[src/rtl/assert_macros.svh]
// Assertion helpers, clocked on clock and disabled during reset.
`ifndef ASSERT_MACROS_SVH
`define ASSERT_MACROS_SVH

// Same-cycle implication.
`define ASSERT_IMP(lbl, ante, cons) \
   lbl: assert property (@(posedge clock) disable iff (reset) (ante) |-> (cons)) \
      else $error("implication check failed");

// Next-cycle implication.
`define ASSERT_NEXT(lbl, ante, cons) \
   lbl: assert property (@(posedge clock) disable iff (reset) (ante) |=> (cons)) \
      else $error("next-cycle check failed");

`endif

[src/rtl/rlfe_pkg.sv]
`default_nettype none
package rlfe_pkg;

   localparam int MAX_LEDS_DEF = 32;
   localparam int CHANNELS     = 3;
   localparam int COLOR_W      = 8;
   localparam int DELTA_W      = 9;
   localparam int PER_W        = 15;
   localparam int ACC_W        = 17;
   localparam int IDX_W        = 5;
   localparam int LEDCFG_W     = 6;
   localparam int CNT_W        = 7;
   localparam int LEDS_RESET   = 32;

   typedef enum logic [2:0] {
      ACT_FADE     = 3'd0,
      ACT_REDIRECT = 3'd1,
      ACT_YANK     = 3'd2,
      ACT_SET      = 3'd3,
      ACT_TICK     = 3'd4
   } action_type;

   typedef struct packed {
      action_type                            kind;
      logic [IDX_W-1:0]                      led;
      logic [PER_W-1:0]                      ticks;
      logic [CHANNELS-1:0][COLOR_W-1:0]      col;
   } item_type;

   typedef struct packed {
      logic [CHANNELS-1:0][COLOR_W-1:0]      cur;
      logic [CHANNELS-1:0][COLOR_W-1:0]      tgt;
      logic [CHANNELS-1:0][DELTA_W-1:0]      dlt;
      logic [PER_W-1:0]                      per;
      logic [CHANNELS-1:0][ACC_W-1:0]        acc;
   } row_type;

   typedef struct packed {
      logic [IDX_W-1:0]                      led;
      logic [CHANNELS-1:0][COLOR_W-1:0]      col;
      logic                                  changed;
      logic                                  done;
      logic                                  last;
   } result_type;

   typedef struct packed {
      logic clearing;
      logic busy;
   } back_stat_type;

   typedef enum logic [3:0] {
      ST_CLEAR,
      ST_IDLE,
      ST_READ,
      ST_LOAD,
      ST_CMD,
      ST_CH,
      ST_DIV,
      ST_APPLY,
      ST_FIN
   } back_state_type;

endpackage
`default_nettype wire

[src/rtl/rlfe_div.sv]
`default_nettype none
module rlfe_div
   import rlfe_pkg::*;
(
   input  wire logic             clock,
   input  wire logic             reset,
   input  wire logic             start,
   input  wire logic [ACC_W-1:0] dividend,
   input  wire logic [PER_W-1:0] divisor,
   output logic                  done,
   output logic [ACC_W-1:0]      quot,
   output logic [PER_W-1:0]      rem
);

   localparam int CW = $clog2(ACC_W + 1);

   logic [ACC_W-1:0] quo_ff, quo_in;
   logic [PER_W-1:0] rem_ff, rem_in;
   logic [PER_W-1:0] dsr_ff;
   logic [CW-1:0]    cnt_ff, cnt_in;
   logic             done_ff, done_in;
   logic [PER_W:0]   trial;
   logic             ge;

   always_comb begin
      trial   = {rem_ff, quo_ff[ACC_W-1]};
      ge      = trial >= {1'b0, dsr_ff};
      quo_in  = quo_ff;
      rem_in  = rem_ff;
      cnt_in  = cnt_ff;
      done_in = 1'b0;
      if (start) begin
         quo_in = dividend;
         rem_in = '0;
         cnt_in = CW'(ACC_W);
      end else if (cnt_ff != '0) begin
         quo_in  = {quo_ff[ACC_W-2:0], ge};
         rem_in  = ge ? PER_W'(trial - {1'b0, dsr_ff}) : trial[PER_W-1:0];
         cnt_in  = cnt_ff - 1'b1;
         done_in = cnt_ff == CW'(1);
      end
   end

   always_ff @(posedge clock) begin
      quo_ff <= quo_in;
      rem_ff <= rem_in;
      if (start) begin
         dsr_ff <= divisor;
      end
      if (reset) begin
         cnt_ff  <= '0;
         done_ff <= 1'b0;
      end else begin
         cnt_ff  <= cnt_in;
         done_ff <= done_in;
      end
   end

   assign done = done_ff;
   assign quot = quo_ff;
   assign rem  = rem_ff;

endmodule
`default_nettype wire

[src/rtl/rlfe_back.sv]
`default_nettype none
module rlfe_back
   import rlfe_pkg::*;
#(
   parameter int MAX_LEDS = MAX_LEDS_DEF,
   parameter int NW       = 6
) (
   input  wire logic          clock,
   input  wire logic          reset,
   input  wire logic [NW-1:0] n_leds,
   input  wire logic          q_valid,
   input  item_type           q_item,
   output logic               q_pop,
   output logic               out_valid,
   input  wire logic          out_ready,
   output result_type         out_data,
   output back_stat_type      stat
);

   localparam int LW = (MAX_LEDS > 1) ? $clog2(MAX_LEDS) : 1;

   back_state_type state_ff, state_in;
   row_type        mem [MAX_LEDS];
   row_type        rdata_ff;
   row_type        row_ff;
   row_type        wdata;
   row_type        cmd_row;
   item_type       item_ff;
   logic [LW-1:0]  clr_ff;
   logic [LW-1:0]  led_ff;
   logic [1:0]     ch_ff;
   logic           moving_ff;
   logic           neg_ff;
   logic           mem_we;
   logic [LW-1:0]  waddr;
   logic           last_ch, clr_last, is_last, out_free, emit;
   logic           all_eq, done_flag;
   logic           out_valid_ff;
   result_type     out_data_ff;

   logic signed [ACC_W:0] s_sum;
   logic [ACC_W-1:0]      s_mag;
   logic                  div_start, div_done;
   logic [ACC_W-1:0]      quot;
   logic [PER_W-1:0]      rem;
   logic [ACC_W:0]        k;
   logic [PER_W-1:0]      news;
   logic [COLOR_W-1:0]    c, d, diff;
   logic                  toward;

   rlfe_div u_div (
      .clock    (clock),
      .reset    (reset),
      .start    (div_start),
      .dividend (s_mag),
      .divisor  (row_ff.per),
      .done     (div_done),
      .quot     (quot),
      .rem      (rem)
   );

   always_comb begin
      c       = row_ff.cur[ch_ff];
      d       = row_ff.tgt[ch_ff];
      s_sum   = $signed({row_ff.acc[ch_ff][ACC_W-1], row_ff.acc[ch_ff]}) +
                $signed({{(ACC_W+1-DELTA_W){row_ff.dlt[ch_ff][DELTA_W-1]}},
                         row_ff.dlt[ch_ff]});
      s_mag   = s_sum[ACC_W] ? ACC_W'(-s_sum) : ACC_W'(s_sum);
      diff    = (c > d) ? c - d : d - c;
      toward  = neg_ff ? (c > d) : (c < d);
      k       = neg_ff ? ((ACC_W+1)'(quot) + (ACC_W+1)'(rem != '0)) : (ACC_W+1)'(quot);
      news    = neg_ff ? ((rem == '0) ? '0 : row_ff.per - rem) : rem;
      last_ch = ch_ff == 2'(CHANNELS - 1);
      clr_last = CNT_W'(clr_ff) == CNT_W'(MAX_LEDS - 1);
      is_last = (CNT_W'(led_ff) + CNT_W'(1)) == CNT_W'(n_leds);
      out_free = !out_valid_ff || out_ready;
      all_eq  = row_ff.cur == row_ff.tgt;
      done_flag = moving_ff && all_eq;
   end

   always_comb begin
      cmd_row = row_ff;
      for (int i = 0; i < CHANNELS; i++) begin
         unique case (item_ff.kind)
            ACT_FADE, ACT_REDIRECT: begin
               cmd_row.tgt[i] = item_ff.col[i];
               cmd_row.dlt[i] = DELTA_W'({1'b0, item_ff.col[i]} - {1'b0, row_ff.cur[i]});
            end
            ACT_YANK: begin
               cmd_row.cur[i] = item_ff.col[i];
               cmd_row.dlt[i] = DELTA_W'({1'b0, row_ff.tgt[i]} - {1'b0, item_ff.col[i]});
            end
            default: begin
               cmd_row.cur[i] = item_ff.col[i];
               cmd_row.tgt[i] = item_ff.col[i];
               cmd_row.dlt[i] = '0;
            end
         endcase
      end
      if (item_ff.kind == ACT_FADE) begin
         cmd_row.per = (item_ff.ticks == '0) ? PER_W'(1) : item_ff.ticks;
      end
   end

   always_comb begin
      state_in = state_ff;
      unique case (state_ff)
         ST_CLEAR: if (clr_last) state_in = ST_IDLE;
         ST_IDLE:  if (q_valid) state_in = ST_READ;
         ST_READ:  state_in = ST_LOAD;
         ST_LOAD:  state_in = (item_ff.kind == ACT_TICK) ? ST_CH : ST_CMD;
         ST_CMD:   state_in = ST_IDLE;
         ST_CH: begin
            if (row_ff.per == '0) begin
               state_in = ST_FIN;
            end else if (c == d) begin
               state_in = last_ch ? ST_FIN : ST_CH;
            end else begin
               state_in = ST_DIV;
            end
         end
         ST_DIV:   if (div_done) state_in = ST_APPLY;
         ST_APPLY: state_in = last_ch ? ST_FIN : ST_CH;
         ST_FIN:   if (out_free) state_in = is_last ? ST_IDLE : ST_READ;
         default:  state_in = ST_IDLE;
      endcase
   end

   always_comb begin
      q_pop     = 1'b0;
      mem_we    = 1'b0;
      waddr     = led_ff;
      wdata     = row_ff;
      div_start = 1'b0;
      emit      = 1'b0;
      unique case (state_ff)
         ST_CLEAR: begin
            mem_we = 1'b1;
            waddr  = clr_ff;
            wdata  = '0;
         end
         ST_IDLE:  q_pop = q_valid;
         ST_CMD: begin
            mem_we = 1'b1;
            wdata  = cmd_row;
         end
         ST_CH:    div_start = (row_ff.per != '0) && (c != d);
         ST_FIN: begin
            mem_we = 1'b1;
            if (done_flag) begin
               wdata.acc = '0;
            end
            emit = out_free;
         end
         default: begin
         end
      endcase
   end

   always_ff @(posedge clock) begin
      if (mem_we) begin
         mem[waddr] <= wdata;
      end
      rdata_ff <= mem[led_ff];
   end

   always_ff @(posedge clock) begin
      unique case (state_ff)
         ST_IDLE: begin
            item_ff <= q_item;
            led_ff  <= (q_item.kind == ACT_TICK) ? '0 : LW'(q_item.led);
         end
         ST_LOAD: begin
            row_ff    <= rdata_ff;
            ch_ff     <= '0;
            moving_ff <= 1'b0;
         end
         ST_CH: begin
            neg_ff <= s_sum[ACC_W];
            if ((row_ff.per != '0) && (c == d)) begin
               ch_ff <= ch_ff + 2'd1;
            end
         end
         ST_APPLY: begin
            moving_ff <= 1'b1;
            ch_ff     <= ch_ff + 2'd1;
            if (toward && (k >= (ACC_W+1)'(diff))) begin
               row_ff.cur[ch_ff] <= d;
               row_ff.acc[ch_ff] <= '0;
            end else begin
               row_ff.acc[ch_ff] <= ACC_W'(news);
               if (toward) begin
                  row_ff.cur[ch_ff] <= neg_ff ? c - k[COLOR_W-1:0] : c + k[COLOR_W-1:0];
               end
            end
         end
         ST_FIN: begin
            if (out_free && !is_last) begin
               led_ff <= led_ff + LW'(1);
            end
         end
         default: begin
         end
      endcase
      if (emit) begin
         out_data_ff.led     <= IDX_W'(led_ff);
         out_data_ff.col     <= row_ff.cur;
         out_data_ff.changed <= moving_ff;
         out_data_ff.done    <= done_flag;
         out_data_ff.last    <= is_last;
      end
      if (reset) begin
         state_ff     <= ST_CLEAR;
         clr_ff       <= '0;
         out_valid_ff <= 1'b0;
      end else begin
         state_ff <= state_in;
         if (state_ff == ST_CLEAR) begin
            clr_ff <= clr_ff + LW'(1);
         end
         if (emit) begin
            out_valid_ff <= 1'b1;
         end else if (out_ready) begin
            out_valid_ff <= 1'b0;
         end
      end
   end

   assign out_valid     = out_valid_ff;
   assign out_data      = out_data_ff;
   assign stat.clearing = state_ff == ST_CLEAR;
   assign stat.busy     = state_ff != ST_IDLE;

endmodule
`default_nettype wire

[config.mk]
export PLATFORM = sky130hd
export DESIGN_NAME = rlfe_back
export DESIGN_NICKNAME = d
export VERILOG_FILES = /design/src/rtl/assert_macros.svh /design/src/rtl/rlfe_pkg.sv /design/src/rtl/rlfe_div.sv /design/src/rtl/rlfe_back.sv
export SDC_FILE = /design/constraint.sdc
export NUM_CORES = 2
export LEC_CHECK = 0
export ABC_CLOCK_PERIOD_IN_PS = 22400
export BUFFER_PORTS_ARGS = -buffer_cell sky130_fd_sc_hd__buf_2
export CORE_MARGIN = 3
export CORE_UTILIZATION = 55
export DETAILED_ROUTE_END_ITERATION = 16
export GPL_ROUTABILITY_DRIVEN = 0
export PLACE_DENSITY_LB_ADDON = 0.3
export SYNTH_ARGS = -nofsm -noshare
export SYNTH_HDL_FRONTEND = slang
export SYNTH_MEMORY_MAX_BITS = 65536
export SYNTH_SLANG_ARGS = --single-unit
[constraint.sdc]
create_clock -name clock -period 22.4 [get_ports clock]
set_input_delay 4.48 -clock clock [delete_from_list [all_inputs] [get_ports clock]]
set_output_delay 4.48 -clock clock [all_outputs]
set_load 0.02 [all_outputs]
==> key figures <==
Floorplan
  – Num rows: 216
  – DIE AREA: 358,000 um^2
  – I/O Pins: 93
  – Core Area: 348,000 um^2
  – Starting Density: 0.555
  – Chip width: 599 um
  – Die Y: 599 um

Worst setup path
  – WP data arrival: 4.88 ns
  – Crit path max fanout: 2
  – CP Launch Type: input pin
  – CP required: 17.92 ns
  – Largest stage delay, worst path: 0.18 ns
  – Kind of critical path: in -> out
  – Crit path cell chain: buf_2, and3_1, buf_2
  – Slowest cell on the critical path: buf_2
  – Cell mode on critical path: buf_2
  – CP Capture Type: primary output

Worst hold path
  – Hold Path Class: reg -> reg

Clocking
  – CTS clk-pin slew, worst paths: 0.06 ns
  – Num CTS Buffers: 470
  – Root Driver: clkbuf_16
  – Post-cts gate resize count: 0
  – Number of hold buffers added after CTS: 0
  – CTS tree: built
  – Worst-Skew Late Latency: 1.02 ns
  – CTS Buffer Depth: 4
  – H-Tree Depth: 5
  – Clock Sinks: 4,940
  – Post-CTS setup buffer count: 0

Yosys
  – Synthesized area: 193,000 um^2
  – Synth Area in Simple Gates: 0.0172
  – Post-Syn Instances: 8,671
  – Library cells used by synthesis: 76
  – Xor/xnor share of the synthesized area: 0.00612
  – Synthesized area per cell: 22.3 um^2
  – FF+latch count, synth: 4,940
  – Compound-Gate Fraction of Synth Area: 0.0198
  – Post-Synth Adder-Cell Area: 0.0101
  – Mux contribution to synthesized area: 0.176
  – Yosys warns: 0
  – Async SR Flop Fraction: 0
  – Mapped Nets: 8,877
  – Number of flops mapped to enable cells by yosys: 4,768
  – Largest family of logic cells by synthesized area: multiplexers
  – Sequential area share after synthesis: 0.759
  – Primary FF master, synth: edfxtp_1

Power
  – Pint: 15.8 mW
  – Sequential power share: 0.523
  – P_sw: 4.70 mW
  – Switching Share: 0.229
  – Clock power share: 0.393
  – VDD IR max: 0.0774 mV
  – Total power: 20.5 mW
  – Comb power frac: 0.084
  – P_leak: 69.4 nW
  – Power per cell area: 94.9 nW/um^2

Route
  – Drt drc: 0
  – Via density: 6.80
  – Pre-antenna DRT Iters: 6
  – Routed vias: 95,400
  – ANT nets after route: 0
  – Avg WL per Cell: 36.0 um
  – Iteration-0 DRC Markers: 14,500
  – DRT Wirelength: 505,000 um

STA
  – Slew Viols, Final: 0
  – Setup Viol. Count Final: 0
  – Post-layout minimum cycle time: 9.36 ns
  – Headroom to the max-slew limit: 0.0752
  – Setup TNS: 0 ns
  – Min Hold Slack: 0.400 ns
  – Max frequency: 107 MHz
  – Slew @ Worst Pin: 1.39 ns
  – Final hold violations: 0
  – Post-Route Skew: 0.106 ns
  – Tcrit/Tclk final: 0.418
  – RSZ-0062 raised after global routing: no

Placement
  – DP Wirelength: 266,000 um
  – Placed cell areas: 200,000 um^2
  – Port Buffers: 92

Layout
  – Final core occ: 0.620
  – Nets: 9,224
  – Layout area overhead: 11.7%
  – Final instance area: 216,000 um^2
  – Fraction of layout cells with a size suffix above 1: 0.281

Global routing
  – Vias in the first global route: 95,100
  – Largest net degree at the start of global routing: 166
  – First-pass GRT wire length: 716,000 um
  – Total GRT Usage: 0.283
  – Initial antenna violation count: 30
  – Total gr overflow: 0

Flow run
  – Max-cap violation count: 0

Run status
  – Status: finished clean
==> worst max-delay path: cells and delay by family <==
| kind | cells | cell delay (ns) |
|---|---|---|
| buffers and inverters | 2 | 0.27 |
| AND/OR/NAND/NOR | 1 | 0.14 |
==> path summary, 6_finish.rpt <==
check / from / end / slack (ns) / depth (start not counted)
max: q_valid / q_pop / 13.04 / 3
min: rdata_ff[90]$_DFF_P_ / row_ff[90]$_DFFE_PP_ / 0.40 / 0
max reg2reg: ch_ff[0]$_SDFFCE_PN0P_ / cmd_row[25]$_DFFE_PP_ / 14.22 / 27
min reg2reg: rdata_ff[90]$_DFF_P_ / row_ff[90]$_DFFE_PP_ / 0.40 / 0
==> logic make-up after synthesis <==
| family | after synthesis |
|---|---|
| compound gates | 564 |
| simple gates | 685 |
| fa+ha+maj | 149 |
| flops | 4940 |
| xor+xnor | 135 |
| mux | 1623 |
| buf+inv | 575 |
==> metal layers <==
metal | part of all wire | vias to the layer above | GRT usage | wire (um)
met5 | 0.00027 | - | 0 | 138
met4 | 0.040 | 18 | 0.102 | 20300
met3 | 0.11 | 1005 | 0.0562 | 56700
met2 | 0.48 | 6089 | 0.450 | 245000
met1 | 0.36 | 51000 | 0.395 | 183000
li1 | - | 37300 | - | -
==> cells in the mapped netlist, types with 4 or more instances <==
library cell  count  area [um^2]
nand2_1         221          830
inv_1           138          518
nand4_1          19          119
o31a_1            4         35.0
and3_1           12         75.1
a221oi_1          9         78.8
xor2_1           48          420
a21o_1           56          420
o21a_1            8         60.1
o31ai_1           6         45.0
a21oi_1          72          360
a211oi_1         30          225
nor2_1          168          631
o22a_1            8         70.1
or3_1            11         68.8
mux2_2          150         1690
a31oi_1          43          269
dfxtp_1         172         3440
o21bai_1          7         52.6
nand2b_1         25          156
xnor2_1          87          762
a22o_1           89          780
a21boi_1          4         30.0
nand3_1          35          175
nand3b_1         38          285
clkbuf_1        356         1340
buf_1            66          248
ha_1            137         1710
nor3_1           30          150
nor3b_1           4         30.0
nor2b_1          32          200
buf_2            12         60.1
and2_1           60          375
nor4_1           13         81.3
o22ai_1          35          219
fa_1             12          240
edfxtp_1       4768       143000
o211ai_1         11         82.6
o21ai_1          66          330
o21ai_0          74          370
mux4_2         1410        31800
mux2i_1          62          621
a22oi_1          11         82.6
==> power by group through the flow <==
stage,clock network (mW),registers (mW),logic [mW]
2_1_floorplan,0,10.8,1.17
3_3_place_gp,0,10.9,1.67
3_5_place_dp,0,10.9,1.70
4_1_cts,8.11,10.7,1.71
5_1_grt,8.47,10.7,1.83
6_report,8.04,10.7,1.72
==> placed cells by master (no fill, tap or decap), drive strengths merged, types with 62 or more instances in the layout <==
cell type | synthesis | layout
clkbuf | 356 | 601
mux4 | 1410 | 1410
mux2i | 62 | 62
clkinv | 1 | 201
a21oi | 73 | 73
inv | 140 | 149
mux2 | 151 | 151
a22o | 89 | 89
dfxtp | 172 | 172
edfxtp | 4768 | 4768
nor2 | 168 | 168
o21ai | 140 | 140
xnor2 | 87 | 87
nand2 | 221 | 221
ha | 137 | 137
buf | 78 | 309
==> layout make-up <==
type                       instances  area, um^2
fill                           22700      132000
tap                             4578        5730
clock inverter                   286        3120
sequential                      4940      147000
timing repair buffer             309        2310
clock buffer                     601       12600
inverter                         141         532
multi-input combinational       3156       44700
antenna                           12        30.0
==> sequential cells by signal (all words and copies together) (netlist names) <==
name and count:
ch_ff 2, clr_ff 5, cmd_row 51, item_ff 42, led_ff 5, mem 4512, moving_ff 1, neg_ff 1
out_data 32, out_valid 1, rdata_ff 141, row_ff 90, state_ff 4, u_div.cnt_ff 5, u_div.done 1, u_div.dsr_ff 15
u_div.quot 17, u_div.rem 15
==> stage by stage <==
| stage | worst slack [ns] | std cells |
|---|---|---|
| 2_1_floorplan | 13.20 | 8671 |
| 3_3_place_gp | 13.02 | 13100 |
| 3_5_place_dp | 13.03 | 13100 |
| 4_1_cts | 13.03 | 14000 |
| 5_1_grt | 13.01 | 14000 |
| 6_report | 13.04 | 14000 |
Power figures use the tool's default switching activity.
