$ cat src/rtl/assert_macros.svh
// Assertion helpers, clocked on clock and disabled during reset.
`ifndef ASSERT_MACROS_SVH
`define ASSERT_MACROS_SVH

// Same-cycle implication.
`define ASSERT_IMP(lbl, ante, cons) \
   lbl: assert property (@(posedge clock) disable iff (reset) (ante) |-> (cons)) \
      else $error("implication check failed");

// Next-cycle implication.
`define ASSERT_NEXT(lbl, ante, cons) \
   lbl: assert property (@(posedge clock) disable iff (reset) (ante) |=> (cons)) \
      else $error("next-cycle check failed");

`endif

$ cat src/rtl/rlfe_pkg.sv
`default_nettype none
package rlfe_pkg;

   localparam int MAX_LEDS_DEF = 32;
   localparam int CHANNELS     = 3;
   localparam int COLOR_W      = 8;
   localparam int DELTA_W      = 9;
   localparam int PER_W        = 15;
   localparam int ACC_W        = 17;
   localparam int IDX_W        = 5;
   localparam int LEDCFG_W     = 6;
   localparam int CNT_W        = 7;
   localparam int LEDS_RESET   = 32;

   typedef enum logic [2:0] {
      ACT_FADE     = 3'd0,
      ACT_REDIRECT = 3'd1,
      ACT_YANK     = 3'd2,
      ACT_SET      = 3'd3,
      ACT_TICK     = 3'd4
   } action_type;

   typedef struct packed {
      action_type                            kind;
      logic [IDX_W-1:0]                      led;
      logic [PER_W-1:0]                      ticks;
      logic [CHANNELS-1:0][COLOR_W-1:0]      col;
   } item_type;

   typedef struct packed {
      logic [CHANNELS-1:0][COLOR_W-1:0]      cur;
      logic [CHANNELS-1:0][COLOR_W-1:0]      tgt;
      logic [CHANNELS-1:0][DELTA_W-1:0]      dlt;
      logic [PER_W-1:0]                      per;
      logic [CHANNELS-1:0][ACC_W-1:0]        acc;
   } row_type;

   typedef struct packed {
      logic [IDX_W-1:0]                      led;
      logic [CHANNELS-1:0][COLOR_W-1:0]      col;
      logic                                  changed;
      logic                                  done;
      logic                                  last;
   } result_type;

   typedef struct packed {
      logic clearing;
      logic busy;
   } back_stat_type;

   typedef enum logic [3:0] {
      ST_CLEAR,
      ST_IDLE,
      ST_READ,
      ST_LOAD,
      ST_CMD,
      ST_CH,
      ST_DIV,
      ST_APPLY,
      ST_FIN
   } back_state_type;

endpackage
`default_nettype wire

$ cat src/rtl/rlfe_front.sv
`default_nettype none
module rlfe_front
   import rlfe_pkg::*;
#(
   parameter int NW = 6
) (
   input  wire logic             clock,
   input  wire logic             reset,
   input  wire logic [NW-1:0]    n_leds,
   input  wire logic             in_valid,
   output logic                  in_ready,
   input  wire logic [2:0]       in_action,
   input  wire logic [IDX_W-1:0] in_led,
   input  wire logic [PER_W-1:0] in_ticks,
   input  wire logic [CHANNELS-1:0][COLOR_W-1:0] in_col,
   output logic                  q_valid,
   output item_type              q_item,
   input  wire logic             q_pop
);

   item_type   fifo_ff [2];
   logic       wr_ptr_ff, wr_ptr_in;
   logic       rd_ptr_ff, rd_ptr_in;
   logic [1:0] count_ff, count_in;
   logic       keep, push;
   item_type   new_item;

   always_comb begin
      keep = 1'b0;
      if ((in_action == ACT_FADE) || (in_action == ACT_REDIRECT) ||
          (in_action == ACT_YANK) || (in_action == ACT_SET)) begin
         keep = CNT_W'(in_led) < CNT_W'(n_leds);
      end else if (in_action == ACT_TICK) begin
         keep = n_leds != '0;
      end
      new_item.kind  = action_type'(in_action);
      new_item.led   = in_led;
      new_item.ticks = in_ticks;
      new_item.col   = in_col;
   end

   assign in_ready = count_ff != 2'd2;
   assign push     = in_valid && in_ready && keep;
   assign q_valid  = count_ff != 2'd0;
   assign q_item   = fifo_ff[rd_ptr_ff];

   always_comb begin
      wr_ptr_in = push ? ~wr_ptr_ff : wr_ptr_ff;
      rd_ptr_in = q_pop ? ~rd_ptr_ff : rd_ptr_ff;
      count_in  = count_ff + 2'(push) - 2'(q_pop);
   end

   always_ff @(posedge clock) begin
      if (push) begin
         fifo_ff[wr_ptr_ff] <= new_item;
      end
      if (reset) begin
         wr_ptr_ff <= 1'b0;
         rd_ptr_ff <= 1'b0;
         count_ff  <= 2'd0;
      end else begin
         wr_ptr_ff <= wr_ptr_in;
         rd_ptr_ff <= rd_ptr_in;
         count_ff  <= count_in;
      end
   end

endmodule
`default_nettype wire

$ cat config.mk
export PLATFORM = sky130hd
export DESIGN_NAME = rlfe_front
export DESIGN_NICKNAME = d
export VERILOG_FILES = /design/src/rtl/assert_macros.svh /design/src/rtl/rlfe_pkg.sv /design/src/rtl/rlfe_front.sv
export SDC_FILE = /design/constraint.sdc
export NUM_CORES = 1
export LEC_CHECK = 0
export BUFFER_PORTS_ARGS = -buffer_cell sky130_fd_sc_hd__buf_2
export CAP_MARGIN = 20
export CORE_MARGIN = 2
export CORE_UTILIZATION = 45
export DETAILED_ROUTE_END_ITERATION = 8
export GPL_TIMING_DRIVEN = 1
export PLACE_DENSITY = 0.71
export SETUP_SLACK_MARGIN = 0.2
export SYNTH_ARGS = -nofsm -noshare
export SYNTH_HDL_FRONTEND = slang
export SYNTH_SLANG_ARGS = --single-unit
$ cat constraint.sdc
create_clock -name clock -period 13.3 [get_ports clock]
set_input_delay 1.33 -clock clock [delete_from_list [all_inputs] [get_ports clock]]
set_output_delay 1.33 -clock clock [all_outputs]
set_load 0.03 [all_outputs]
==> results of run 1 <==
-- Yosys cell counts (2+ instances only) --
cell / n
sky130_fd_sc_hd__nand2b_1: 2
sky130_fd_sc_hd__xnor2_1: 2
sky130_fd_sc_hd__nor2_1: 5
sky130_fd_sc_hd__nor2b_1: 2
sky130_fd_sc_hd__ha_1: 6
sky130_fd_sc_hd__a21oi_1: 2
sky130_fd_sc_hd__dfxtp_1: 5
sky130_fd_sc_hd__edfxtp_1: 94
sky130_fd_sc_hd__buf_2: 5
sky130_fd_sc_hd__nand4_1: 2
sky130_fd_sc_hd__inv_1: 6
sky130_fd_sc_hd__nor3_1: 2
sky130_fd_sc_hd__mux2_2: 47
-- logic make-up (layout without fill, tap and decap cells) --
group | after synthesis | after routing | synth area share
xor gates and xnor gates | 3 | 3 | 0.00700
and+or+nand+nor | 18 | 18 | 0.0280
buffers and inverters | 11 | 131 | 0.0127
DFF | 99 | 99 | 0.778
AOI/OAI and AO/OA | 5 | 5 | 0.00933
adders and majority gates | 6 | 6 | 0.0200
muxes | 48 | 48 | 0.145
-- sequential cells by signal, indices dropped and copies added (netlist names), named ones only --
name and cells:
count_ff 2, fifo_ff 94, wr_ptr_ff 1, rd_ptr_ff 1
-- worst paths after layout --
| check | startpoint | endpoint | slack [ps] | depth (start not counted) |
|---|---|---|---|---|
| min reg2reg | rd_ptr_ff | rd_ptr_ff | 530 | 2 |
| min | rd_ptr_ff | rd_ptr_ff | 530 | 2 |
| max reg2reg | count_ff[0] | count_ff[1] | 11340 | 11 |
| max | flip-flop | q_item[43] | 10240 | 3 |
-- cell usage in the layout, fill, tap and decap left out --
master and instances:
sky130_fd_sc_hd__buf_2 105, sky130_fd_sc_hd__edfxtp_1 94, sky130_fd_sc_hd__mux2_2 47, sky130_fd_sc_hd__clkbuf_8 9, sky130_fd_sc_hd__inv_1 6, sky130_fd_sc_hd__ha_1 6, sky130_fd_sc_hd__nor2_1 5, sky130_fd_sc_hd__dfxtp_1 4
sky130_fd_sc_hd__a21oi_1 2, sky130_fd_sc_hd__nand4_1 2, sky130_fd_sc_hd__nand2b_1 2, sky130_fd_sc_hd__nor2b_1 2, sky130_fd_sc_hd__xnor2_1 2, sky130_fd_sc_hd__clkinv_4 2, sky130_fd_sc_hd__buf_12 2, sky130_fd_sc_hd__buf_4 2
sky130_fd_sc_hd__a21o_1 1, sky130_fd_sc_hd__nor3_1 1, sky130_fd_sc_hd__o21ai_0 1, sky130_fd_sc_hd__and3_1 1, sky130_fd_sc_hd__nor4_2 1, sky130_fd_sc_hd__o211ai_2 1, sky130_fd_sc_hd__nor2_2 1, sky130_fd_sc_hd__or2_2 1
sky130_fd_sc_hd__and2_2 1, sky130_fd_sc_hd__nor3_2 1, sky130_fd_sc_hd__mux2_4 1, sky130_fd_sc_hd__xor2_1 1, sky130_fd_sc_hd__dfxtp_2 1, sky130_fd_sc_hd__clkinvlp_4 1, sky130_fd_sc_hd__inv_6 1, sky130_fd_sc_hd__clkinv_2 1
sky130_fd_sc_hd__inv_8 1, sky130_fd_sc_hd__clkbuf_1 1
-- where the power goes --
group / leakage [nW] / switching, W / internal, W
clock: 0.0888 / 0.000101 / 0.0000703
sequential: 0.904 / 0.00000743 / 0.000368
combinational: 0.764 / 0.0000811 / 0.0000472
total: 1.76 / 0.000189 / 0.000486
-- critical path, stage by stage, from the launching register on --
cell                      delay, ps
sky130_fd_sc_hd__dfxtp_2        530
sky130_fd_sc_hd__buf_12         260
sky130_fd_sc_hd__mux2_2         370
sky130_fd_sc_hd__buf_2          180
-- layout make-up --
class / count / area [um^2] / area share
sequential: 99 / 2920 / 0.632
multi-input combinational: 80 / 791 / 0.171
clock inverter: 6 / 50.0 / 0.0108
clock buffer: 10 / 128 / 0.0276
timing repair buffer: 109 / 581 / 0.125
inverter: 6 / 22.5 / 0.00487
tap: 105 / 131 / 0.0284
-- per-stage QoR --
stage                     hold WS [ps]  setup WS [ps]  utilization  area (um^2)
after detailed placement           501           9920        0.547         4450
after CTS                          528          10190        0.569         4630
final                              526          10240        0.569         4630
after global routing               579          10120        0.569         4630
after floorplan                    480           7520            -         3760
after global placement             493           9580        0.542         4410
-- metal layers --
layer | vias to the layer above | global-route usage | routed length, um
met4 | 0 | 0.0725 | 115
met1 | 941 | 0.171 | 2570
met2 | 66 | 0.221 | 3040
met5 | - | 0 | 0
met3 | 11 | 0.0387 | 447
li1 | 965 | - | -
==> impl_metrics.py, run 1 <==
metrics = {
    "clocking": {
        "cts.repair_timing.setup_buffer_count": 0,
        "tritoncts": "yes",
        "clk_root_buffer_cell": "sky130_fd_sc_hd__clkbuf_8",
        "clock_sinks": 99,
        "cts-root-to-sink-buffers": 2,
        "cts.hold.buffers_added": 0,
        "cts_inserted_buffers": 9,
        "cts_max_level": 3,
        "insertion_delay_of_the_later_clocked_pin_in_the_worst_skew_pair_ps": 350,
        "clkSlewWorstSetupHoldPaths_ps": 80,
        "post_cts_resize_count": 0,
    },
    "logic_synthesis": {
        "synth-main-ff-cell": "sky130_fd_sc_hd__edfxtp_1",
        "synth_top_cell_area_share": 0.751,
        "net_count_after_synthesis": 253,
        "ys_top_cells_by_area": "sky130_fd_sc_hd__edfxtp_1 75%, sky130_fd_sc_hd__mux2_2 14%, sky130_fd_sc_hd__dfxtp_1 2.7%",
        "syn_inst": 190,
        "synthArstFlopShare": 0,
        "synth-seq-area-share": 0.778,
        "ff_latch_count_synth": 99,
        "synth_cell_type_count": 23,
        "syn_avg_cell_area_um2": 19.8,
        "yosysWarningCount": 0,
        "post_synthesis_cell_type_with_the_largest_combined_area": "sky130_fd_sc_hd__edfxtp_1",
        "netlist_area_um2": 3760,
        "synth-edff-count": 94,
    },
    "timing": {
        "fmax_ghz": 0.327,
        "slew_viol_final": 0,
        "tns_ps": 0,
        "tightest_slew_ps": 365,
        "fin_crit_ps": 3060,
        "period_share": 0.230,
        "report.final.setup_viol": 0,
        "finalHoldViolations": 0,
        "skew_ps": 9.61,
        "slew_hr": 0.757,
        "rsz_0062_raised_after_global_routing": "false",
    },
    "route": {
        "detail_route.drc_violations": 0,
        "detailroute.via_count": 1983,
        "postRouteWirelength_um": 6180,
        "initialDrtViolationCount": 40,
        "dr_pass1_iterations": 4,
        "antenna_violating_nets_post_route": 0,
        "wl_per_cell_um": 14.9,
        "via_per_inst": 4.78,
    },
    "finish": {
        "drive_gt1_frac": 0.577,
        "layout.nets": 368,
        "n_fill_cell": 665,
        "finish.cell_count_without_fillers": 415,
        "flow.area_growth_from_synthesis_pct": 23.2,
        "insertedDiodeCount": 0,
    },
    "floorplanning": {
        "floorplan.die.height_um": 95.4,
        "initial_core_util": 0.462,
        "chipWidth_um": 95.4,
        "top_level_ports": 106,
        "floorplan.die_area_um2": 9090,
        "core_area_um2": 8130,
        "rows": 33,
    },
    "power_and_ir_drop": {
        "power_per_cell_area_nw_per_um2": 146,
        "p_leak_nw": 1.76,
        "fin_total_pwr_w": 0.000675,
        "peakVddDrop_mv": 0.0733,
    },
    "setup_path": {
        "setup.worst_path.class": "reg2out",
        "cp-end-kind": "output port",
        "critical_path_arrival_ps": 1730,
        "critical_path_required_ps": 11970,
        "setup.worst_path.start_class": "flip-flop",
        "timing.critical_path.fanout_max": 36,
    },
    "place": {
        "dp.final_hpwl_um": 4250,
        "number_of_input_and_output_port_buffers_inserted": 105,
        "dp.cells": 399,
        "place.gp.congestion": 0.675,
    },
    "global_route": {
        "all_layer_global_routing_usage": 0.138,
        "grt.overflow.total": 0,
        "grt_start_max_net_pins": 37,
        "grt_pass1_vias": 1899,
        "grt_first_pass_wirelength_um": 9000,
        "antenna_found_initial": 0,
    },
    "flow_run": {
        "cap_viol_max_count": 0,
    },
    "worst_hold_path": {
        "hold_class": "reg2reg",
    },
    "outcome": {
        "outcome": "completed",
    },
}
(Power assumes the default switching activity.)
==> run 2: changes to the inputs <==
--- a/config.mk
+++ b/config.mk
@@ -11,7 +11,7 @@
 export CORE_UTILIZATION = 45
 export DETAILED_ROUTE_END_ITERATION = 8
 export GPL_TIMING_DRIVEN = 1
-export PLACE_DENSITY = 0.71
+export PLACE_DENSITY = 0.73
 export SETUP_SLACK_MARGIN = 0.2
 export SYNTH_ARGS = -nofsm -noshare
 export SYNTH_HDL_FRONTEND = slang
==> constraint.sdc (replaced) <==
create_clock -name clock -period 2.6 [get_ports clock]
set_input_delay 0.26 -clock clock [delete_from_list [all_inputs] [get_ports clock]]
set_output_delay 0.26 -clock clock [all_outputs]
set_load 0.03 [all_outputs]
==> run 2 against run 1 <==
First-iteration DRC count grew 25%. Critical endpoint is now q_item[45]. Core utilization grew 0.58 points. Final cell count grew 0.48%. Clock power grew to 5.1 times the previous value.
==> impl_metrics.py, run 2 (synthesis gave the netlist of run 1 again) <==
metrics = {
    "outcome": {
        "outcome": "completed",
    },
    "power_and_ir_drop": {
        "cellInternalPower_w": 0.00248,
        "p_sw_frac": 0.283,
        "sequentialPowerShare": 0.556,
        "power_spent_charging_and_discharging_nets_w": 0.000981,
        "p_clk_frac": 0.252,
        "fin_total_pwr_w": 0.00347,
        "combinationalPowerShare": 0.193,
        "peakVddDrop_mv": 0.399,
        "p_leak_nw": 1.75,
        "power_per_cell_area_nw_per_um2": 741,
    },
    "floorplanning": {
        "chipWidth_um": 95.4,
        "floorplan.die_area_um2": 9090,
        "initial_core_util": 0.462,
        "top_level_ports": 106,
        "core_area_um2": 8130,
        "floorplan.die.height_um": 95.4,
        "rows": 33,
    },
    "route": {
        "initialDrtViolationCount": 50,
        "via_per_inst": 4.87,
        "wl_per_cell_um": 15.7,
        "antenna_violating_nets_post_route": 0,
        "dr_pass1_iterations": 3,
        "postRouteWirelength_um": 6540,
        "detailroute.via_count": 2032,
        "detail_route.drc_violations": 0,
    },
    "global_route": {
        "antenna_found_initial": 1,
        "grt.overflow.total": 0,
        "grt_start_max_net_pins": 36,
        "grt_pass1_vias": 2124,
        "all_layer_global_routing_usage": 0.152,
        "grt_first_pass_wirelength_um": 9910,
    },
    "timing": {
        "report.final.setup_viol": 0,
        "slew_viol_final": 0,
        "rsz_0062_raised_after_global_routing": "false",
        "period_share": 0.764,
        "fin_crit_ps": 1990,
        "slew_hr": 0.697,
        "tightest_slew_ps": 454,
        "tns_ps": 0,
        "finalHoldViolations": 0,
        "fmax_ghz": 0.503,
        "skew_ps": 10.6,
    },
    "setup_path": {
        "crit_end": "q_item[45]",
        "reg2reg_setup_slack_ps": 650,
        "critical_path_required_ps": 2340,
        "setup.worst_path.start_class": "flip-flop",
        "timing.critical_path.fanout_max": 35,
        "worstReg2RegStart": "count_ff[0]",
        "critical_path_arrival_ps": 1730,
        "r2r-end": "count_ff[1]",
        "r2r_depth": 11,
        "setup.worst_path.class": "reg2out",
        "cp-end-kind": "output port",
    },
    "place": {
        "place.gp.congestion": 0.735,
        "dp.cells": 400,
        "placedInstanceArea_um2": 4490,
        "dp.final_hpwl_um": 4520,
        "number_of_input_and_output_port_buffers_inserted": 105,
    },
    "finish": {
        "flow.area_growth_from_synthesis_pct": 24.5,
        "registers.top_by_ff_count": "fifo_ff",
        "most_frequent_cells_in_the_layout": "105 x sky130_fd_sc_hd__buf_2, 94 x sky130_fd_sc_hd__edfxtp_1, 47 x sky130_fd_sc_hd__mux2_2, 9 x sky130_fd_sc_hd__clkbuf_8",
        "postLayoutCoreUtil": 0.575,
        "finish.cell_count_without_fillers": 417,
        "largest_reg_flops": 94,
        "layout.nets": 369,
        "final_area_um2": 4670,
        "drive_gt1_frac": 0.598,
        "reg.largest.list": "fifo_ff (94), count_ff (2)",
        "commonest_non_fill_non_tap_cell_in_the_layout": "sky130_fd_sc_hd__buf_2",
    },
    "clocking": {
        "clock_sinks": 99,
        "cts-root-to-sink-buffers": 2,
        "insertion_delay_of_the_later_clocked_pin_in_the_worst_skew_pair_ps": 360,
        "cts_max_level": 3,
        "tritoncts": "yes",
        "clkSlewWorstSetupHoldPaths_ps": 100,
        "clk_root_buffer_cell": "sky130_fd_sc_hd__clkbuf_8",
        "cts_inserted_buffers": 9,
        "cts.repair_timing.setup_buffer_count": 0,
        "cts.hold.buffers_added": 0,
        "post_cts_resize_count": 0,
    },
    "worst_hold_path": {
        "hold_class": "in2reg",
    },
    "flow_run": {
        "cap_viol_max_count": 0,
    },
}
run 2: changes by cell type in the layout (fill, tap and decap cells not counted), sizes merged:
cell / previous run / this run
diode: 0 / 1
clkinvlp: 1 / 4
inv: 8 / 7
clkinv: 3 / 2
buf: 109 / 110
clkbuf: 10 / 9
run 2: worst min path at each step:
stage	start	to	slack (ps)	cells after the start
6_report	in_ticks[7]	fifo_ff[0][31]	90	1
4_1_cts	in_col[7]	fifo_ff[0][7]	60	1
3_3_place_gp	in_col[17]	fifo_ff[0][17]	450	1
3_5_place_dp	in_col[7]	fifo_ff[0][7]	450	1
5_1_grt	in_ticks[1]	fifo_ff[0][25]	50	1
2_1_floorplan	reset	count_ff[0]	330	1
run 2: critical path, stage by stage, from the launching register on:
cell and delay, ps:
sky130_fd_sc_hd__dfxtp_2 540, sky130_fd_sc_hd__buf_12 270, sky130_fd_sc_hd__mux2_2 380, sky130_fd_sc_hd__buf_2 180
run 2: cell type report:
cell class / instances / area [um^2]
Sequential cell: 99 / 2920
Timing Repair Buffer: 110 / 588
Clock inverter: 7 / 53.8
Fill cell: 681 / 3460
Multi-Input combinational cell: 80 / 823
Antenna cell: 1 / 2.50
Inverter: 6 / 27.5
Tap cell: 105 / 131
Clock buffer: 9 / 124
run 2: power by group through the flow:
stage	clock, W	combinational, W	sequential [W]
final	0.000873	0.000667	0.00193
after global routing	0.000965	0.000720	0.00194
after CTS	0.000902	0.000680	0.00193
after detailed placement	0	0.000678	0.00196
after global placement	0	0.000667	0.00196
after floorplan	0	0.000471	0.00195
run 2: metrics by stage:
stage | hold WS [ps] | worst slack [ps]
finish | 85.1 | 613
global route | 52.3 | 438
CTS | 62.3 | 558
detailed placement | 452 | 351
global placement | 448 | 433
floorplan | 332 | 164
run 2: metal layers:
layer	vias up	wire length, um	GRT usage
met4	0	60	0.0543
met5	-	0	0
met2	61	3440	0.259
met1	994	2570	0.176
li1	969	-	-
met3	8	458	0.0553
==> run 3: changes to the inputs <==
--- a/config.mk
+++ b/config.mk
@@ -5,6 +5,7 @@
 export SDC_FILE = /design/constraint.sdc
 export NUM_CORES = 1
 export LEC_CHECK = 0
+export ABC_AREA = 1
 export BUFFER_PORTS_ARGS = -buffer_cell sky130_fd_sc_hd__buf_2
 export CAP_MARGIN = 20
 export CORE_MARGIN = 2
==> constraint.sdc (replaced) <==
create_clock -name clock -period 1.8 [get_ports clock]
set_input_delay 0.18 -clock clock [delete_from_list [all_inputs] [get_ports clock]]
set_output_delay 0.18 -clock clock [all_outputs]
set_load 0.03 [all_outputs]
==> run 3 against run 2 <==
Die area rose by 4.5%. Synthesized cell count rose by 11%. Critical path depth rose by 1. Final cell count rose by 17%. Worst setup slack got worse by 490 ps. Combinational power rose by 120%. Routed wire length rose by 25%. Register-to-register slack got worse by 510 ps. Clock power rose by 57%. Global-route usage rose by 0.43 points. Clock skew fell by 3.1 ps. Core utilization rose by 12 points. Critical path type unchanged. Largest cell class unchanged. Largest power group unchanged.
==> impl_metrics.py, run 3 <==
metrics = {
    "floorplanning": {
        "floorplan.die_area_um2": 9500,
        "floorplan.die.height_um": 97.5,
        "core_area_um2": 8590,
        "chipWidth_um": 97.5,
        "rows": 34,
        "initial_core_util": 0.458,
        "top_level_ports": 106,
    },
    "logic_synthesis": {
        "post_synthesis_cell_type_with_the_largest_combined_area": "sky130_fd_sc_hd__edfxtp_1",
        "synth_cell_type_count": 18,
        "synth_top_cells_by_count": "94 x sky130_fd_sc_hd__edfxtp_1, 30 x sky130_fd_sc_hd__mux2_4, 17 x sky130_fd_sc_hd__mux2_2",
        "syn_avg_cell_area_um2": 18.7,
        "ys_top_cells_by_area": "sky130_fd_sc_hd__edfxtp_1 72%, sky130_fd_sc_hd__mux2_4 11%, sky130_fd_sc_hd__mux2_2 4.9%",
        "net_count_after_synthesis": 273,
        "synth-seq-area-share": 0.743,
        "synth_top_cell_area_share": 0.718,
        "synth-main-ff-cell": "sky130_fd_sc_hd__edfxtp_1",
        "netlist_area_um2": 3930,
        "yosysWarningCount": 0,
        "ff_latch_count_synth": 99,
        "syn_inst": 210,
        "synth-edff-count": 94,
        "synthArstFlopShare": 0,
        "yosys.cell_count.top_type": "sky130_fd_sc_hd__edfxtp_1",
    },
    "setup_path": {
        "setup.worst_path.class": "reg2out",
        "timing.critical_path.fanout_max": 6,
        "critical_path_arrival_ps": 1490,
        "cell_breakdown_of_the_critical_path": "buf_6, clkbuf_16, mux2_4, buf_6",
        "worst_path_top_cell_family_by_delay": "buffers and inverters",
        "crit_path_top_delay_cell": "sky130_fd_sc_hd__dfxtp_4",
        "setup.worst_path.start_class": "flip-flop",
        "cp_num_buf_inv": 3,
        "critPathMostFrequentCell": "sky130_fd_sc_hd__buf_6",
        "critical_path_required_ps": 1620,
        "timing.critical_path.slowest_cell_delay_ps": 400,
        "cp-end-kind": "output port",
    },
    "route": {
        "dr_pass1_iterations": 4,
        "postRouteWirelength_um": 8140,
        "initialDrtViolationCount": 48,
        "antenna_violating_nets_post_route": 0,
        "detail_route.drc_violations": 0,
        "via_per_inst": 4.70,
        "wl_per_cell_um": 16.7,
        "detailroute.via_count": 2293,
    },
    "clocking": {
        "clock_sinks": 99,
        "cts-root-to-sink-buffers": 2,
        "tritoncts": "yes",
        "insertion_delay_of_the_later_clocked_pin_in_the_worst_skew_pair_ps": 350,
        "cts_inserted_buffers": 9,
        "clkSlewWorstSetupHoldPaths_ps": 100,
        "cts_max_level": 3,
        "clk_root_buffer_cell": "sky130_fd_sc_hd__clkbuf_8",
    },
    "timing": {
        "rsz_0062_raised_after_global_routing": "true",
        "period_share": 0.930,
        "fmax_ghz": 0.598,
        "slew_hr": 0.840,
        "tightest_slew_ps": 240,
        "fin_crit_ps": 1670,
        "report.final.setup_viol": 0,
        "slew_viol_final": 0,
        "finalHoldViolations": 0,
        "skew_ps": 7.52,
    },
    "finish": {
        "flow.area_growth_from_synthesis_pct": 52.6,
        "insertedDiodeCount": 0,
        "ff_latch_area_um2": 2930,
        "finish.cell_count_without_fillers": 488,
        "commonest_non_fill_non_tap_cell_in_the_layout": "sky130_fd_sc_hd__edfxtp_1",
        "multiInputGateArea_um2": 1050,
        "drive_gt1_frac": 0.603,
        "n_fill_cell": 536,
        "reg.largest.list": "fifo_ff (94), count_ff (2)",
        "most_frequent_cells_in_the_layout": "94 x sky130_fd_sc_hd__edfxtp_1, 58 x sky130_fd_sc_hd__buf_2, 52 x sky130_fd_sc_hd__buf_6, 41 x sky130_fd_sc_hd__mux2_4, 17 x sky130_fd_sc_hd__dlygate4sd3_1",
        "largest_reg_flops": 94,
        "registers.top_by_ff_count": "fifo_ff",
        "layout.nets": 438,
    },
    "global_route": {
        "grt.overflow.total": 0,
        "all_layer_global_routing_usage": 0.156,
        "grt_first_pass_wirelength_um": 11300,
        "grt_pass1_vias": 2319,
        "antenna_found_initial": 0,
        "grt_start_max_net_pins": 25,
    },
    "outcome": {
        "outcome": "completed",
    },
    "power_and_ir_drop": {
        "p_sw_frac": 0.265,
        "fin_total_pwr_w": 0.00560,
        "combinationalPowerShare": 0.268,
        "power_spent_charging_and_discharging_nets_w": 0.00148,
        "peakVddDrop_mv": 0.500,
        "p_clk_frac": 0.245,
        "power_per_cell_area_nw_per_um2": 933,
        "cellInternalPower_w": 0.00411,
        "p_leak_nw": 2.43,
        "sequentialPowerShare": 0.487,
    },
    "worst_hold_path": {
        "hold_class": "in2reg",
    },
    "flow_run": {
        "cap_viol_max_count": 0,
    },
    "place": {
        "number_of_input_and_output_port_buffers_inserted": 105,
        "dp.final_hpwl_um": 4320,
        "place.gp.congestion": 0.751,
        "dp.cells": 429,
    },
}
-- run 3: cell count changes after synthesis, sizes merged, moves of 2 or more --
cell | previous run | this run
inv | 6 | 16
nand2 | 0 | 17
nand2b | 2 | 0
nand3 | 0 | 2
nand4 | 2 | 0
nor2 | 6 | 11
nor2b | 2 | 0
nor3 | 2 | 0
-- run 3: through the flow --
stage / TNS [ps] / instance area (um^2) / util / hold slack, ps / setup slack [ps]
after detailed placement: -2470 / 4750 / 0.553 / 371 / -162
after global placement: -500 / 4750 / 0.553 / 368 / -77.2
after global routing: 0 / 6000 / 0.698 / -2.04 / 67.4
after CTS: 0 / 5410 / 0.629 / 0.475 / 84.1
after floorplan: -13300 / 3990 / - / 251 / -176
final: 0 / 6000 / 0.698 / 18.5 / 127
-- run 3: final cells by class --
cell class | instances | area share
sequential | 99 | 0.488
timing repair buffer | 159 | 0.270
multi-input combinational | 90 | 0.175
tap | 108 | 0.0225
clock buffer | 9 | 0.0206
inverter | 16 | 0.0127
clock inverter | 7 | 0.0113
-- run 3: worst paths after layout --
kind / start / endpoint / slack [ps] / cells after the start
worst max-delay path: flip-flop / q_item[3] / 130 / 4
worst min-delay path: in_col[14] / fifo_ff[0][14] / 20 / 1
worst max register to register: count_ff[0] / fifo_ff[0][32] / 140 / 10
worst min register to register: rd_ptr_ff / rd_ptr_ff / 530 / 2
-- run 3: repair_timing --
| item | CTS | global route |
|---|---|---|
| setup buffers | 8 | 3 |
| gates cloned | 4 | 11 |
| hold buffers | 9 | 8 |
| setup endpoints to repair | 62 | 135 |
| gates resized for setup | 69 | 61 |
| endpoints found under the hold margin | 17 | 15 |
| pin swaps | 6 | 4 |
-- run 3: cell families after synthesis --
group,Yosys count,synth area share
AO/OA/AOI/OAI,5,0.0108
XOR/XNOR,2,0.00446
adder cells (fa/ha/maj),6,0.0191
buffers and inverters,21,0.0280
flip-flops,99,0.743
multiplexers,47,0.163
AND/OR/NAND/NOR,30,0.0312
-- run 3: power groups by stage --
| stage | Sequential [W] | Combinational (W) | Clock [W] |
|---|---|---|---|
| finish | 0.00273 | 0.00150 | 0.00137 |
| global route | 0.00274 | 0.00158 | 0.00150 |
| CTS | 0.00272 | 0.00121 | 0.00139 |
| detailed placement | 0.00277 | 0.000967 | 0 |
| global placement | 0.00276 | 0.000954 | 0 |
| floorplan | 0.00276 | 0.000673 | 0 |
-- run 3: per-layer routing --
layer | part of all wire | vias up | track usage
met1 | 0.41 | 1107 | 0.180
met3 | 0.044 | 12 | 0.0374
li1 | - | 1107 | -
met2 | 0.54 | 67 | 0.282
met5 | 0 | - | 0
met4 | 0.015 | 0 | 0.0577
